--- config.mk ---
export PLATFORM = sky130hd
export DESIGN_NAME = cdec_queue
export DESIGN_NICKNAME = d
export VERILOG_FILES = /design/src/hw/rtl/assert_macros.svh /design/src/hw/rtl/cdec_pkg.sv /design/src/hw/rtl/cdec_queue.sv
export SDC_FILE = /design/constraint.sdc
export NUM_CORES = 1
export LEC_CHECK = 0
export ABC_AREA = 1
export BUFFER_PORTS_ARGS = -buffer_cell sky130_fd_sc_hd__clkbuf_2
export CORE_MARGIN = 8
export CORE_UTILIZATION = 50
export DETAILED_ROUTE_END_ITERATION = 16
export PLACE_DENSITY = 0.76
export SLEW_MARGIN = 25
export SYNTH_ARGS = -nofsm -noshare
export SYNTH_HDL_FRONTEND = slang
export SYNTH_SLANG_ARGS = --single-unit
--- constraint.sdc ---
create_clock -name clock -period 10.9 [get_ports clock]
set_clock_uncertainty 0.15 [all_clocks]
set_input_delay 2.18 -clock clock [delete_from_list [all_inputs] [get_ports clock]]
set_output_delay 2.18 -clock clock [all_outputs]
set_load 0.005 [all_outputs]
--- src/hw/rtl/assert_macros.svh ---
// assertion macros used by cdec_back
`ifndef ASSERT_MACROS_SVH
`define ASSERT_MACROS_SVH
`ifndef SYNTHESIS
// property must hold at every rising clock edge outside reset
`define CDEC_ASSERT(label, clk, rst, prop) \
   label: assert property (@(posedge clk) disable iff (rst) prop) \
      else $error("cdec assertion failed");
// expression must never be true outside reset
`define CDEC_NEVER(label, clk, rst, expr) \
   label: assert property (@(posedge clk) disable iff (rst) !(expr)) \
      else $error("cdec forbidden condition seen");
`else
`define CDEC_ASSERT(label, clk, rst, prop)
`define CDEC_NEVER(label, clk, rst, expr)
`endif
`endif

--- src/hw/rtl/cdec_pkg.sv ---
package cdec_pkg;

   // default sizes
   localparam int MOTOR_COUNT_DEF   = 12;
   localparam int FRACTION_BITS_DEF = 16;
   localparam int QUEUE_DEPTH       = 2;

   // frame commands, identifier bits 10:4
   localparam logic [6:0] CMD_POSITION = 7'h0C;
   localparam logic [6:0] CMD_VELOCITY = 7'h0D;
   localparam logic [6:0] CMD_CURRENT  = 7'h0E;
   localparam logic [6:0] CMD_PACKED_A = 7'h09;
   localparam logic [6:0] CMD_PACKED_B = 7'h0A;
   localparam logic [6:0] CMD_PACKED_C = 7'h0B;
   localparam logic [3:0] PACKED_LENGTH = 4'd8;

   // item kinds, equal to the update kind reported
   localparam logic [2:0] KIND_NONE     = 3'd0;
   localparam logic [2:0] KIND_POSITION = 3'd1;
   localparam logic [2:0] KIND_VELOCITY = 3'd2;
   localparam logic [2:0] KIND_CURRENT  = 3'd3;
   localparam logic [2:0] KIND_ALL      = 3'd4;

   // register indexes
   localparam int CSR_INDEX_W = 3;
   localparam logic [2:0] REG_POSITION_RATIO = 3'd0;
   localparam logic [2:0] REG_VELOCITY_RATIO = 3'd1;
   localparam logic [2:0] REG_GEAR_RATIO     = 3'd2;
   localparam logic [2:0] REG_TORQUE_COEFF   = 3'd3;
   localparam logic [2:0] REG_ZERO_OFFSET    = 3'd4;
   localparam logic [2:0] REG_REVERSE_MASK   = 3'd5;
   localparam int REVERSE_W = 12;

   // constant divider
   localparam int DIV_W      = 48;
   localparam int DIV_STEP   = 8;
   localparam int DIV_CYC    = DIV_W / DIV_STEP;
   localparam int DIV_CNT_W  = $clog2(DIV_CYC + 1);
   localparam int REM_W      = 10;
   localparam logic [REM_W-1:0] DIVISOR_CURRENT  = 10'd1000;
   localparam logic [REM_W-1:0] DIVISOR_VELOCITY = 10'd10;

   typedef struct packed {
      logic        chan;
      logic [3:0]  idx;
      logic [2:0]  kind;
      logic [63:0] payload;
   } cdec_item_type;

   typedef struct packed {
      logic [31:0]          position_ratio;
      logic [31:0]          velocity_ratio;
      logic [31:0]          gear_ratio;
      logic [31:0]          torque_coeff;
      logic signed [31:0]   zero_offset;
      logic [REVERSE_W-1:0] reverse_mask;
   } cdec_cfg_type;

endpackage

--- src/hw/rtl/cdec_queue.sv ---
module cdec_queue #(
   parameter int DEPTH = cdec_pkg::QUEUE_DEPTH
) (
   input  logic                    clock,
   input  logic                    reset,
   input  logic                    wr_en,
   input  cdec_pkg::cdec_item_type wr_item,
   output logic                    full,
   input  logic                    rd_en,
   output cdec_pkg::cdec_item_type rd_item,
   output logic                    empty
);

   localparam int PW = (DEPTH > 1) ? $clog2(DEPTH) : 1;
   localparam int CW = $clog2(DEPTH + 1);

   cdec_pkg::cdec_item_type mem_ff [DEPTH];
   logic [PW-1:0] wr_ptr_ff, rd_ptr_ff;
   logic [CW-1:0] count_ff;
   logic          do_wr, do_rd;

   assign full  = (count_ff == CW'(DEPTH));
   assign empty = (count_ff == '0);
   assign do_wr = wr_en && !full;
   assign do_rd = rd_en && !empty;
   assign rd_item = mem_ff[rd_ptr_ff];

   // storage
   always_ff @(posedge clock) begin
      if (do_wr) begin
         mem_ff[wr_ptr_ff] <= wr_item;
      end
   end

   // pointers and fill level
   always_ff @(posedge clock) begin
      if (reset) begin
         wr_ptr_ff <= '0;
         rd_ptr_ff <= '0;
         count_ff  <= '0;
      end else begin
         if (do_wr) begin
            wr_ptr_ff <= (wr_ptr_ff == PW'(DEPTH - 1)) ? '0 : wr_ptr_ff + PW'(1);
         end
         if (do_rd) begin
            rd_ptr_ff <= (rd_ptr_ff == PW'(DEPTH - 1)) ? '0 : rd_ptr_ff + PW'(1);
         end
         if (do_wr && !do_rd) begin
            count_ff <= count_ff + CW'(1);
         end else if (do_rd && !do_wr) begin
            count_ff <= count_ff - CW'(1);
         end
      end
   end

endmodule

==> impl_metrics.py <==
metrics = {
    "synth": {
        "yosysSeqAreaShare": 0.763,
        "synth_seq_cells": 149,
        "synth_top_area_share": 0.746,
        "synth_nets": 338,
        "netlist_instances": 261,
        "avgSynthCellArea_sq_um": 22.2,
        "async_flop_share": 0,
        "synth_commonest_cells": "edfxtp_1, mux2_4, inv_1, nor2_1, buf_12",
        "synthFlopType": "edfxtp_1",
        "synth_cell_types": 17,
        "synth_area_sq_mm": 0.00580,
        "synth.area.top_cells": "edfxtp_1, mux2_4, buf_12",
        "yosysWarnings": 0,
        "yosysMostFrequentCell": "edfxtp_1",
        "synth_edf_count": 144,
        "yosys.area.top_type": "edfxtp_1",
    },
    "die": {
        "fp-row-count": 39,
        "io-pin-count": 150,
        "design.die.area_sq_mm": 0.0153,
        "die_x_microns": 124,
        "initial_core_util": 0.510,
        "core-area_sq_mm": 0.0114,
        "fp.dieH_microns": 124,
    },
    "setup_path": {
        "path_cells": "buf_4, mux2_2, clkbuf_2",
        "path_buf_inv": 2,
        "crit_required_ns": 8.57,
        "cp-start-kind": "register",
        "cp_top_family": "buffers and inverters",
        "critPathKind": "register to output pin",
        "crit_path_top_delay_cell": "buf_4",
        "crit_arrival_ns": 2.40,
        "critPathMaxStageDelay_ns": 0.71,
        "crit_fanout": 42,
        "endpoint_kind": "output pin",
    },
    "timing": {
        "setup_violations": 0,
        "hold_viol": 0,
        "max_slew_margin": 0.467,
        "tns_ns": 0,
        "worst_pin_slew_ns": 0.797,
        "max_freq_mhz": 211,
        "period_minus_slack_ns": 4.73,
        "fin_crit_sh": 0.434,
        "maxSlewViolCount": 0,
        "rsz0062_at_grt": "false",
    },
    "global_routing": {
        "grt_remaining_overflow": 0,
        "antenna_found_initial": 1,
        "track_usage": 0.137,
        "grt_max_degree": 46,
        "grt_pass1_wl_microns": 15400,
        "first_global_vias": 3042,
    },
    "clock_network": {
        "clockBufferDepth": 2,
        "cts_tree": "yes",
        "clk_latency_ns": 0.40,
        "cts_buffers": 17,
        "clk_pin_slew_ns": 0.05,
        "cts_resized": 0,
        "clock-sinks": 149,
        "cts_setup_buffers": 0,
        "clock-root-buffer": "clkbuf_16",
        "holdBufCountCts": 0,
        "cts_max_level": 4,
    },
    "flow_run": {
        "maxCapViolCount": 0,
    },
    "finish": {
        "antenna_cells": 0,
        "multi_input_area_sq_mm": 0.00120,
        "fin_area_sq_mm": 0.00724,
        "drive_gt1_frac": 0.586,
        "syn_to_final_growth_pct": 25.0,
        "fin_nets": 502,
        "seq_area_sq_mm": 0.00443,
        "nFillCells": 815,
    },
    "routing": {
        "dr_total_vias": 2846,
        "wl_microns": 10200,
        "wl_per_cell_microns": 17.7,
        "drc_errors": 0,
        "drt_pre_antenna_iters": 4,
        "drt-initial-drc-count": 174,
        "antenna_left": 0,
        "post_drt_via_cell_ratio": 4.92,
    },
    "placed_design": {
        "hpwl_microns": 7090,
        "port_buffers": 149,
        "placed_area_sq_mm": 0.00661,
        "gp_congestion": 0.661,
    },
    "power_and_ir_drop": {
        "power.density_mw_per_mm2": 239,
        "vdd_drop_max_mv": 0.115,
        "p_leak_nw": 2.93,
    },
    "hold_path": {
        "worstHoldPathType": "register to register",
    },
    "status": {
        "status": "complete, no violations",
    },
}
-- layout by cell type, fill, tap and decap left out, types with 3 or more instances in the layout --
cell type	n
buf_4	3
bufinv_16	5
clkbuf_16	17
clkbuf_2	149
dfxtp_1	4
edfxtp_1	144
inv_1	9
mux2_4	70
nand2_1	4
nor2_1	7
o21ai_0	3
-- path summary, 6_finish.rpt --
path          startpoint           end  slack (ns)  cells after the start
max             register   rd_item[49]        6.17                      3
min            wr_ptr_ff     wr_ptr_ff        0.41                      2
max reg2reg  count_ff[0]  mem_ff[0][4]        8.50                      3
min reg2reg    wr_ptr_ff     wr_ptr_ff        0.41                      2
-- through the flow --
step                      worst slack [ns]  hold WS [ns]  power (mW)  cells   util
after floorplan                       4.99         0.325        1.03    261      -
after global placement                6.57         0.375        1.13    548  0.581
after detailed placement              6.53         0.408        1.14    548  0.581
after CTS                             6.09         0.420        1.75    577  0.635
after global routing                  6.02         0.455        1.81    578  0.637
final                                 6.17         0.408        1.73    578  0.637
-- kinds of logic after synthesis --
family,count (synthesis),share of synthesized area
AND/OR/NAND/NOR,16,0.0114
multiplexers,72,0.185
AO/OA/AOI/OAI,6,0.00583
adder cells (fa/ha/maj),1,0.00216
buffers and inverters,17,0.0320
flip-flops,149,0.763
-- power breakdown --
part / internal [mW] / switching [mW]
sequential: 0.725 / 0.0388
combinational: 0.197 / 0.162
clock: 0.401 / 0.204
-- state kept, by name (all words and copies together) (netlist names), named ones only --
signal / count
wr_ptr_ff: 1
rd_ptr_ff: 1
count_ff: 2
mem_ff: 144
-- routing by layer --
metal  share of wire  global-route usage  vias up
li1                -                   -     1347
met1            0.40               0.151     1378
met2            0.49               0.223      109
met3           0.099              0.0648       10
met4           0.010              0.0579        2
met5          0.0013                   0        -
-- worst register-to-register path, delay by kind of cell (launching register included) --
family                 cells  cell delay [ns]
DFF                        1             0.44
AOI/OAI and AO/OA          1             0.16
buffers and inverters      1             0.64
and+or+nand+nor            1             0.63
-- layout make-up --
type | instances | share of cell area
Tap cell | 143 | 0.0247
Sequential cell | 149 | 0.611
Clock buffer | 19 | 0.0598
Inverter | 9 | 0.00466
Clock inverter | 10 | 0.0250
Timing Repair Buffer | 153 | 0.109
Multi-Input combinational cell | 95 | 0.166
Note: power is estimated with default switching activity, not from simulation.
