<file path="config.mk">
export PLATFORM = sky130hd
export DESIGN_NAME = cdec_front
export DESIGN_NICKNAME = d
export VERILOG_FILES = /design/src/hw/rtl/assert_macros.svh /design/src/hw/rtl/cdec_pkg.sv /design/src/hw/rtl/cdec_front.sv
export SDC_FILE = /design/constraint.sdc
export NUM_CORES = 1
export LEC_CHECK = 0
export BUFFER_PORTS_ARGS = -buffer_cell sky130_fd_sc_hd__buf_2
export CAP_MARGIN = 20
export CORE_AREA = 2 2 61 63
export DETAILED_ROUTE_END_ITERATION = 16
export DIE_AREA = 0 0 63 65
export GPL_TIMING_DRIVEN = 1
export PLACE_DENSITY = 0.77
export RECOVER_POWER = 100
export SETUP_SLACK_MARGIN = 0.1
export SLEW_MARGIN = 20
export SYNTH_ARGS = -nofsm -noshare
export SYNTH_HDL_FRONTEND = slang
export SYNTH_SLANG_ARGS = --single-unit
</file>
<file path="constraint.sdc">
create_clock -name vclk -period 1.9
set_input_delay 0.285 -clock vclk [all_inputs]
set_output_delay 0.285 -clock vclk [all_outputs]
set_load 0.01 [all_outputs]
</file>
<file path="src/hw/rtl/assert_macros.svh">
// assertion macros used by cdec_back
`ifndef ASSERT_MACROS_SVH
`define ASSERT_MACROS_SVH
`ifndef SYNTHESIS
// property must hold at every rising clock edge outside reset
`define CDEC_ASSERT(label, clk, rst, prop) \
   label: assert property (@(posedge clk) disable iff (rst) prop) \
      else $error("cdec assertion failed");
// expression must never be true outside reset
`define CDEC_NEVER(label, clk, rst, expr) \
   label: assert property (@(posedge clk) disable iff (rst) !(expr)) \
      else $error("cdec forbidden condition seen");
`else
`define CDEC_ASSERT(label, clk, rst, prop)
`define CDEC_NEVER(label, clk, rst, expr)
`endif
`endif

</file>
<file path="src/hw/rtl/cdec_pkg.sv">
package cdec_pkg;

   // default sizes
   localparam int MOTOR_COUNT_DEF   = 12;
   localparam int FRACTION_BITS_DEF = 16;
   localparam int QUEUE_DEPTH       = 2;

   // frame commands, identifier bits 10:4
   localparam logic [6:0] CMD_POSITION = 7'h0C;
   localparam logic [6:0] CMD_VELOCITY = 7'h0D;
   localparam logic [6:0] CMD_CURRENT  = 7'h0E;
   localparam logic [6:0] CMD_PACKED_A = 7'h09;
   localparam logic [6:0] CMD_PACKED_B = 7'h0A;
   localparam logic [6:0] CMD_PACKED_C = 7'h0B;
   localparam logic [3:0] PACKED_LENGTH = 4'd8;

   // item kinds, equal to the update kind reported
   localparam logic [2:0] KIND_NONE     = 3'd0;
   localparam logic [2:0] KIND_POSITION = 3'd1;
   localparam logic [2:0] KIND_VELOCITY = 3'd2;
   localparam logic [2:0] KIND_CURRENT  = 3'd3;
   localparam logic [2:0] KIND_ALL      = 3'd4;

   // register indexes
   localparam int CSR_INDEX_W = 3;
   localparam logic [2:0] REG_POSITION_RATIO = 3'd0;
   localparam logic [2:0] REG_VELOCITY_RATIO = 3'd1;
   localparam logic [2:0] REG_GEAR_RATIO     = 3'd2;
   localparam logic [2:0] REG_TORQUE_COEFF   = 3'd3;
   localparam logic [2:0] REG_ZERO_OFFSET    = 3'd4;
   localparam logic [2:0] REG_REVERSE_MASK   = 3'd5;
   localparam int REVERSE_W = 12;

   // constant divider
   localparam int DIV_W      = 48;
   localparam int DIV_STEP   = 8;
   localparam int DIV_CYC    = DIV_W / DIV_STEP;
   localparam int DIV_CNT_W  = $clog2(DIV_CYC + 1);
   localparam int REM_W      = 10;
   localparam logic [REM_W-1:0] DIVISOR_CURRENT  = 10'd1000;
   localparam logic [REM_W-1:0] DIVISOR_VELOCITY = 10'd10;

   typedef struct packed {
      logic        chan;
      logic [3:0]  idx;
      logic [2:0]  kind;
      logic [63:0] payload;
   } cdec_item_type;

   typedef struct packed {
      logic [31:0]          position_ratio;
      logic [31:0]          velocity_ratio;
      logic [31:0]          gear_ratio;
      logic [31:0]          torque_coeff;
      logic signed [31:0]   zero_offset;
      logic [REVERSE_W-1:0] reverse_mask;
   } cdec_cfg_type;

endpackage

</file>
<file path="src/hw/rtl/cdec_front.sv">
module cdec_front #(
   parameter int MOTOR_COUNT = cdec_pkg::MOTOR_COUNT_DEF
) (
   input  logic                   push,
   output logic                   full,
   input  logic                   bus_channel,
   input  logic [10:0]            frame_ident,
   input  logic [3:0]             frame_length,
   input  logic [63:0]            frame_payload,
   input  logic                   q_full,
   output logic                   q_push,
   output cdec_pkg::cdec_item_type q_item
);

   logic [3:0] nib;
   logic [6:0] cmd;
   logic       motor_ok;
   logic       packed_cmd;

   // motor select and command split
   assign nib        = frame_ident[3:0];
   assign cmd        = frame_ident[10:4];
   assign motor_ok   = (nib != 4'd0) && (nib <= 4'(MOTOR_COUNT));
   assign packed_cmd = (cmd == cdec_pkg::CMD_PACKED_A) || (cmd == cdec_pkg::CMD_PACKED_B) ||
                       (cmd == cdec_pkg::CMD_PACKED_C);

   // classify the frame
   always_comb begin
      q_item.chan    = bus_channel;
      q_item.idx     = nib - 4'd1;
      q_item.payload = frame_payload;
      if (cmd == cdec_pkg::CMD_POSITION) begin
         q_item.kind = cdec_pkg::KIND_POSITION;
      end else if (cmd == cdec_pkg::CMD_VELOCITY) begin
         q_item.kind = cdec_pkg::KIND_VELOCITY;
      end else if (cmd == cdec_pkg::CMD_CURRENT) begin
         q_item.kind = cdec_pkg::KIND_CURRENT;
      end else if (packed_cmd && (frame_length == cdec_pkg::PACKED_LENGTH)) begin
         q_item.kind = cdec_pkg::KIND_ALL;
      end else begin
         q_item.kind = cdec_pkg::KIND_NONE;
      end
   end

   // frames for unknown motors are taken and dropped
   assign full   = q_full;
   assign q_push = push && !q_full && motor_ok;

endmodule

</file>
==> out/summary.txt, run 1 <==
# setup viols final: 0
Layout Nets: 129
Clk pwr share: 0%
Pwr per Cell Area: 166.1 mW/mm^2
Hold Worst Slack: 0.5700 ns
largest net degree at the start of global routing: 5
Core ar.: 0.003496 sq mm
Internal: 0.02589 mW
worst slew pin tran: 0.3123 ns
area leader, netlist: buf_4
WP data arrival: 1.43 ns
slew margin rel.: 79.14%
final worst slack: 0.1863 ns
Crit Path Max Fanout: 3
Placed Instances: 92
I/O pin cnt: 156
Logic pwr share: 100.0%
initial antenna violation count: 0
layout cells sized above 1: 43.18%
Initial Util: 17.79%
setup tns final: 0 ns
drt via density: 3.630
diode count: 0
Seq pwr share: 0%
cell area after synthesis: 621.8 sq um
unrepaired setup endpoints after global routing: false
dpl ws: 0.06635 ns
CP required: 1.62 ns
fmax: 583.5 MHz
Die X: 63 microns
Tmin final: 1.714 ns
switching power total: 0.02585 mW
Seq/Total Area, Yosys: 0%
CP endpoint kind: primary output
drt total wl: 1445 microns
routed vias: 334
Worst Hold Class: input port to primary output
Pre-antenna DRT Iters: 2
FFs & Latches: 0
crit path from: frame_ident[0]
fin crit share: 90.20%
placed inst area: 316.6 sq um
top cells by area, synth: buf_4 80%, xor2_1 2.8%, inv_1 2.4%, nor3b_1 2.4%, or4b_4 2.2%
status: completed
Hold Buf Count CTS: 0
fin. max-slew vios: 0
Worst Setup EP: q_push
design area: 311.5 sq um
fin util: 8.912%
Mapped Cells: 84
die area: 0.004095 sq mm
Die Y: 65 microns
Yosys cell types: 13
Total GRT Usage: 5.993%
startpoint type of the worst setup path: input port
Port Buffers: 26
peak supply drop: 0.02553 mV
Non-Filler Instances: 92
Sw Share: 49.96%
start-to-end type of the worst setup path: input port to primary output
Avg Cell Area, Syn: 7.403 sq um
Synth top area share: 79.68%
Final Hold Vio Count: 0
Detailed Route Iter0 Violations: 2
Net Count, Synth: 167
GP Congestion: 0.6129
DR DRC count: 0
Final Power: 0.05174 mW
YS warnings: 0
leak pwr: 0.1376 nW
drt wl/cell: 15.71 microns
Max-cap violations: 0
Clock buffer cells: 0
Syn-to-layout area delta: -49.90%
Detail Route Antenna Nets: 0
register area: 0 sq um
vias in the first global route: 351
Overflow after GRT: 0
first-pass GRT wire length: 1876 microns
Core Rows: 22
[what timing repair did]
action / CTS / global route
buffers inserted: 0 / 0
endpoints found under the setup margin: 1 / 1
resized for setup: 1 / 1
[worst max-delay path, stage by stage]
cell       delay, ns
buf_2           0.10
inv_1           0.07
ha_1            0.22
and3b_1         0.20
a2111oi_2       0.37
clkbuf_1        0.19
[routing by layer]
layer	track usage (%)	wire length, microns	vias up
li1	-	-	118
met1	3.021	268	114
met2	8.644	563	58
met3	3.993	313	44
met4	12.78	301	0
met5	0	0	-
[cells in the mapped netlist]
library cell  instances
o21ai_0               1
inv_1                 4
nor2_1                1
xor2_1                2
or4_1                 1
ha_1                  1
buf_4                66
xnor2_1               1
a2111oi_0             1
nor3_1                2
or4b_4                1
and3b_1               1
nor3b_1               2
[cell families (layout without fill, tap and decap cells)]
logic type	count (synthesis)	after routing	share of synthesized area, %
AOI/OAI and AO/OA	2	2	2.213
xor gates and xnor gates	3	3	4.226
adders and majority gates	1	1	2.012
buffers and inverters	70	30	82.09
and+or+nand+nor	8	8	9.456
[power by group through the flow]
stage | sequential [mW] | clock (mW) | combinational (mW)
floorplan | 0 | 0 | 0.163
detailed placement | 0 | 0 | 0.0528
global route | 0 | 0 | 0.0585
CTS | 0 | 0 | 0.0538
finish | 0 | 0 | 0.0517
global placement | 0 | 0 | 0.0531
[layout by cell type, fill, tap and decap left out]
| master | instances |
|---|---|
| buf_2 | 17 |
| clkbuf_1 | 9 |
| inv_1 | 4 |
| xor2_1 | 2 |
| nor3b_1 | 2 |
| nor3_1 | 2 |
| xnor2_1 | 1 |
| or4b_4 | 1 |
| nor2_1 | 1 |
| and3b_1 | 1 |
| a2111oi_2 | 1 |
| or4_1 | 1 |
| o21ai_0 | 1 |
| ha_1 | 1 |
[worst min-delay path by stage]
stage | depth (start not counted) | slack [ns] | from | to
floorplan | 1 | 0.62 | frame_ident[4] | q_item[64]
detailed placement | 0 | 0.57 | frame_payload[0] | q_item[0]
global placement | 0 | 0.57 | frame_payload[0] | q_item[0]
global route | 0 | 0.57 | frame_payload[32] | q_item[32]
finish | 0 | 0.57 | frame_payload[25] | q_item[25]
CTS | 0 | 0.57 | frame_payload[0] | q_item[0]
[area by class of cell]
class                      instances  area (sq um)
fill                             432          3184
timing repair buffer              26         118.9
multi-input combinational         14         117.6
tap                               48         60.06
inverter                           4         15.01
No activity file was read; power rests on OpenSTA's default activity.
==> run 2: changes to the inputs <==
--- a/config.mk
+++ b/config.mk
@@ -11,7 +11,7 @@
 export DETAILED_ROUTE_END_ITERATION = 16
 export DIE_AREA = 0 0 63 65
 export GPL_TIMING_DRIVEN = 1
-export PLACE_DENSITY = 0.77
+export PLACE_DENSITY = 0.8
 export RECOVER_POWER = 100
 export SETUP_SLACK_MARGIN = 0.1
 export SLEW_MARGIN = 20
==> constraint.sdc (replaced) <==
create_clock -name vclk -period 1.5
set_input_delay 0.225 -clock vclk [all_inputs]
set_output_delay 0.225 -clock vclk [all_outputs]
set_load 0.01 [all_outputs]
==> run 2 against run 1 <==
Compared with the run above:
- flip-flop and latch count stayed put
- via count fell by 1.5%
- die area did not move
- first-iteration DRC count increased by 50%
- global-route usage down 1.4 points
- non-clock buffer count is 1 higher
- routed wire length fell by 25%
- hold slack lost 0.12 ns
- critical path depth down 2
==> out/summary.txt, run 2 (synthesis results as in run 1) <==
WP data arrival: 1.20 ns (-0.23 ns)
Die Y: 65 microns (unchanged)
switching power total: 0.03630 mW (+40%)
CP max-delay cell: or4b_4
Clock buffer cells: 0 (unchanged)
Layout Nets: 130 (+0.78%)
Detailed Route Iter0 Violations: 3 (+1)
first-pass GRT wire length: 1524 microns (-19%)
Fill cells: 425 (-1.6%)
Crit Path Max Fanout: 3 (unchanged)
startpoint type of the worst setup path: input port
vias in the first global route: 323 (-8.0%)
fin util: 10.38% (+1.5 points)
diode count: 0 (unchanged)
# setup viols final: 0 (unchanged)
routed vias: 329 (-1.5%)
Placed Instances: 93 (+1.1%)
setup tns final: 0 ns (unchanged)
Core Rows: 22 (unchanged)
worst slew pin tran: 0.2356 ns (-0.07671 ns)
Worst Hold Class: input port to primary output
design area: 362.8 sq um (+16%)
Max-cap violations: 0 (unchanged)
largest net degree at the start of global routing: 5 (unchanged)
CP endpoint kind: primary output
Core ar.: 0.003496 sq mm (unchanged)
Detail Route Antenna Nets: 0 (unchanged)
peak supply drop: 0.02848 mV (+12%)
layout cells sized above 1: 62.22% (+19 points)
Pre-antenna DRT Iters: 2 (unchanged)
commonest non-fill, non-tap cell in the layout: buf_2
drt wl/cell: 11.61 microns (-26%)
unrepaired setup endpoints after global routing: true
Overflow after GRT: 0 (unchanged)
register area: 0 sq um (unchanged)
Die X: 63 microns (unchanged)
Total GRT Usage: 4.596% (-1.4 points)
critical path's largest stage delay: 0.56 ns (+0.19 ns)
FFs & Latches: 0 (unchanged)
CP required: 1.27 ns (-0.35 ns)
initial antenna violation count: 0 (unchanged)
Syn-to-layout area delta: -41.65%
DR DRC count: 0 (unchanged)
final worst slack: 0.07089 ns (-0.1154 ns)
Port Buffers: 26 (unchanged)
fmax: 699.7 MHz
GP Congestion: 0.6850 (+12%)
Non-Filler Instances: 93 (+1.1%)
fin crit share: 95.27%
I/O pin cnt: 156 (unchanged)
placed inst area: 330.3 sq um (+4.3%)
Final Power: 0.07487 mW (+45%)
Hold Worst Slack: 0.4500 ns (-0.1200 ns)
start-to-end type of the worst setup path: input port to primary output
Final Hold Vio Count: 0 (unchanged)
leak pwr: 0.1590 nW (+16%)
Internal: 0.03857 mW (+49%)
fin. max-slew vios: 0 (unchanged)
drt total wl: 1080 microns (-25%)
dpl ws: 0.0003635 ns (-0.06599 ns)
Pwr per Cell Area: 206.3 mW/mm^2 (+24%)
Initial Util: 17.79% (unchanged)
Sw Share: 48.49% (-1.5 points)
die area: 0.004095 sq mm (unchanged)
status: completed
Clk pwr share: 0% (unchanged)
Setup Buffers After CTS: 0 (unchanged)
slew margin rel.: 84.29% (+5.2 points)
most frequent cells in the layout: 16 x buf_2, 6 x clkbuf_1, 4 x inv_1
Logic pwr share: 100.0% (about the same)
worst path cell trace: buf_6 > or4b_4 > nor3b_2 > clkbuf_2
Hold Buf Count CTS: 0 (unchanged)
Seq pwr share: 0% (unchanged)
Tmin final: 1.429 ns
drt via density: 3.538 (-2.6%)
[run 2: worst paths after layout]
check / start / to / slack (ns) / cells after the start
max: frame_ident[9] / q_item[65] / 0.07 / 4
min: frame_payload[25] / q_item[25] / 0.45 / 0
[run 2: worst max-delay path, delay by kind of cell]
family,cells,cell delay (ns)
simple gates,2,0.74
buf+inv,2,0.25
[run 2: per-layer routing]
layer  wire (microns)  vias up  global-route usage [%]
met4              255        0                   11.39
met2              358       52                   5.851
li1                 -      118                       -
met1              218      119                   2.708
met5                0        -                       0
met3              247       40                   2.431
[run 2: power groups by stage]
stage / Clock [mW] / Combinational, mW / Sequential (mW)
3_5_place_dp: 0 / 0.0698 / 0
6_report: 0 / 0.0749 / 0
2_1_floorplan: 0 / 0.208 / 0
5_1_grt: 0 / 0.0841 / 0
4_1_cts: 0 / 0.0750 / 0
3_3_place_gp: 0 / 0.0695 / 0
[run 2: repair_timing]
item                       4_1_cts  5_1_grt
pin swaps                        2        0
setup endpoints to repair        4        4
resized for setup                5        2
[run 2: layout make-up]
cell class,instances,area [sq um],area share [%]
multi-input combinational,14,151.4,41.72
tap,48,60.06,16.55
timing repair buffer,27,136.4,37.59
inverter,4,15.01,4.138
